File: config.mk
export PLATFORM = sky130hd
export DESIGN_NAME = knnh_ram
export DESIGN_NICKNAME = d
export VERILOG_FILES = /design/src/rtl/knnh_ram.sv
export SDC_FILE = /design/constraint.sdc
export NUM_CORES = 1
export LEC_CHECK = 0
export BUFFER_PORTS_ARGS = -buffer_cell sky130_fd_sc_hd__buf_2
export CORE_AREA = 5 5 193 102
export CTS_CLUSTER_SIZE = 8
export DETAILED_ROUTE_END_ITERATION = 6
export DIE_AREA = 0 0 198 107
export PLACE_DENSITY = 0.5
export SLEW_MARGIN = 5
export SYNTH_ARGS = -nofsm -noshare
export SYNTH_HDL_FRONTEND = slang
export SYNTH_SLANG_ARGS = --single-unit
File: constraint.sdc
create_clock -name clk -period 1.95 [get_ports clk]
set_clock_uncertainty 0.05 [all_clocks]
set_input_delay 0.0975 -clock clk [delete_from_list [all_inputs] [get_ports clk]]
set_output_delay 0.0975 -clock clk [all_outputs]
set_load 0.02 [all_outputs]
File: src/rtl/knnh_ram.sv
// Generic single write port, single read port RAM with registered read.
`default_nettype none
module knnh_ram #(
    parameter int WIDTH = 8,
    parameter int DEPTH = 16
) (
    input  wire logic                     clk,
    input  wire logic                     we,
    input  wire logic [$clog2(DEPTH)-1:0] waddr,
    input  wire logic [WIDTH-1:0]         wdata,
    input  wire logic                     re,
    input  wire logic [$clog2(DEPTH)-1:0] raddr,
    output logic [WIDTH-1:0]              rdata
);

    logic [WIDTH-1:0] mem [DEPTH];

    always_ff @(posedge clk)
    begin
        if (we)
        begin
            mem[waddr] <= wdata;
        end
        if (re)
        begin
            rdata <= mem[raddr];
        end
    end

endmodule
`default_nettype wire

==> qor.csv <==
stage,metric,value,unit
cts,Clock Tree Root,clkbuf_16,
cts,clk sinks,136,
placement,Placement Cell Area,0.005792,sq mm
power,pwr/cell area,1061,mW/mm^2
grt,antenna violations before repair,0,
floorplanning,Starting Density,29.26,%
floorplanning,core area,0.01787,sq mm
detailed_routing,final wirelength,11.66,mm
final_layout,post-layout net count,309,
floorplanning,die area,0.02119,sq mm
timing,Final setup viols,0,
detailed_routing,router iterations before antenna repair,4,
setup_path,Setup crit end,rdata[7],
detailed_routing,WL met1,6.360,mm
grt,largest net degree at the start of global routing,33,
setup_path,CP Launch Point,mem[10][7],
final_layout,design area,0.006369,sq mm
floorplanning,floorplan row count,35,
yosys,share of the synthesized area in the top cell type,78.12,%
placement,placed cell count,511,
timing,Final Cycle Share,78.59,%
final_layout,layout cell share with drive strength beyond 1,33.77,%
detailed_routing,ANT nets after route,0,
timing,setup tns final,0,ns
yosys,Syn Inst Count,229,
final_layout,area growth from synthesis to layout,21.83,%
detailed_routing,initial detailed-routing violation count,196,
detailed_routing,uppermost layer routed,met4,
cts,H-tree levels,4,
placement,detailed placer's ending HPWL,7.926,mm
setup_path,CP Capture Type,flop,
cts,Clock Tree Buf Depth,2,
grt,vias in the first global route,2643,
setup_path,CP Class,flop to flop,
detailed_routing,Vias/cell,4.589,
power,Peak VDD IR,0.6237,mV
setup_path,CP arrival,1.60,ns
yosys,Post-synth top flop,edfxtp_1,
setup_path,R2R depth,3,
timing,worst slew pin tran,0.5158,ns
setup_path,CP Launch Type,flop,
run_status,status,"finished, final reports clean",
power,Leakage,2.136,nW
grt,GRT Total Usage,11.60,%
setup_path,register-to-register setup slack,0.42,ns
final_layout,filler instances,1654,
grt,grt ovf,0,
setup_path,crit-path max FO,1,
cts,post-CTS resize count,0,
cts,hold buffers post-CTS,0,
yosys,post-synthesis area per instance,22.83,sq um
timing,f_max,652.5,MHz
yosys,ys async rst share,0,%
detailed_routing,residual DRC count,0,
placement,port bufs,26,
yosys,Yosys Warn Count,0,
setup_path,CP max-delay cell,mux4_2,
detailed_routing,vias,2487,
detailed_routing,WL/cell,21.51,um
setup_path,Worst EP required,2.02,ns
timing,Slew HR,65.61,%
hold_path,Hold/Removal Path Class,input port to flop,
final_layout,Post-Layout Cell Count,542,
floorplanning,DIE WIDTH,198,um
setup_path,Reg-to-Reg End,rdata[7],
floorplanning,chip height,107,um
yosys,synthesized cell area,0.005228,sq mm
setup_path,crit path cell chain,mux4_2 > a22oi_1 > nand2_1,
yosys,Synth Net Count,248,
floorplanning,IO Pins,27,
yosys,synth top area cells,"edfxtp_1, mux4_2, mux4_1, a22oi_1, nor2_1",
setup_path,"slowest stage delay, CP",0.46,ns
cts,cts bufs inserted,17,
final_layout,n_diodes,0,
timing,RSZ-0062 raised after global routing,false,
yosys,Post-synth EDFFs,136,
detailed_routing,Met3 Wirelength,592,um
yosys,register area share after synthesis,78.12,%
placement,placer congestion estimate,0.7329,
grt,first-pass GRT wire length,17.31,mm
hold_path,Hold Path Depth,1,
job,max cap viols,0,
yosys,post-synthesis sequential element count,136,
cts,"Clk pin slew, worst setup/hold paths",0.06,ns
setup_path,reg2reg start,mem[10][7],
cts,CTS tree,built,
timing,Final Max Slew Viols,0,
timing,final hold viol count,0,
timing,Final Critical Period,1.533,ns
cts,# Post-CTS Setup Buffers,0,
yosys,dominant cell type by area after synthesis,edfxtp_1,
detailed_routing,met2 WL,4.692,mm
yosys,"Distinct cells, synth",18,
cts,Worst-Skew Late Latency,0.41,ns
==> cells in the final DEF (no fill, tap or decap), types with 3 or more instances in the layout <==
cell and n:
a22oi_1 16, buf_2 26, buf_4 24, clkbuf_16 17
clkinv_2 3, clkinv_4 4, edfxtp_1 136, inv_6 3
mux4_1 14, mux4_2 18, nand2_1 9, nor2_1 13
nor3_1 4
==> flip-flops by register name, indices dropped and copies added, names as in the netlist <==
name / flops
mem: 128
rdata: 8
==> per-layer routing <==
metal  up-vias  GRT usage [%]
li1       1100              -
met1      1328          18.63
met2        57          15.05
met3         2          3.297
met4         0          2.947
met5         -              0
==> synth_stat cells (2+ instances only) <==
| cell | count |
|---|---|
| nand2b_1 | 2 |
| edfxtp_1 | 136 |
| nand3b_1 | 2 |
| buf_6 | 3 |
| a22oi_1 | 16 |
| nand2_1 | 9 |
| buf_2 | 3 |
| mux4_1 | 14 |
| mux4_2 | 18 |
| nor2_1 | 13 |
| nor3_1 | 4 |
| clkdlybuf4s25_2 | 3 |
==> layout make-up <==
| type | count | area (sq um) | share of cell area (%) |
|---|---|---|---|
| Multi-Input combinational cell | 83 | 1057 | 16.60 |
| Tap cell | 240 | 300.3 | 4.715 |
| Clock inverter | 14 | 151.4 | 2.377 |
| Clock buffer | 17 | 425.4 | 6.680 |
| Sequential cell | 136 | 4084 | 64.13 |
| Timing Repair Buffer | 52 | 350.3 | 5.501 |
==> metrics by stage <==
stage / util [%] / worst slack, ns / hold WS [ns] / total power, mW
6_report: 35.64 / 0.4175 / 0.02498 / 6.759
2_1_floorplan: - / 0.3096 / 0.1464 / 3.552
3_5_place_dp: 32.42 / 0.1882 / 0.4417 / 3.714
5_1_grt: 35.64 / 0.3465 / 0.01696 / 7.028
3_3_place_gp: 32.42 / 0.1670 / 0.4311 / 3.707
4_1_cts: 35.64 / 0.4277 / 0.004268 / 6.839
==> logic make-up (layout without fill, tap and decap cells) <==
group / count (synthesis) / in the layout / synth area share, %
DFF: 136 / 136 / 78.12
and+or+nand+nor: 35 / 35 / 3.136
muxes: 32 / 32 / 14.79
AOI/OAI and AO/OA: 16 / 16 / 2.298
buffers and inverters: 10 / 83 / 1.651
==> report_power, final <==
part | switching [mW] | internal, mW
clock | 1.23 | 1.89
combinational | 0.199 | 0.133
sequential | 0.0212 | 3.29
total | 1.44 | 5.31
==> critical path: cells and delay by family (launching register included) <==
kind            cells  cell delay, ns
mux                 1            0.46
flops               1            0.38
compound gates      1            0.21
simple gates        1            0.16
==> worst min path at each step <==
| stage | from | endpoint |
|---|---|---|
| 2_1_floorplan | wdata[0] | mem[0][0] |
| 3_3_place_gp | wdata[5] | mem[15][5] |
| 3_5_place_dp | wdata[5] | mem[14][5] |
| 4_1_cts | wdata[5] | mem[6][5] |
| 5_1_grt | wdata[0] | mem[10][0] |
| 6_report | wdata[0] | mem[1][0] |
No activity file was read; power rests on OpenSTA's default activity.
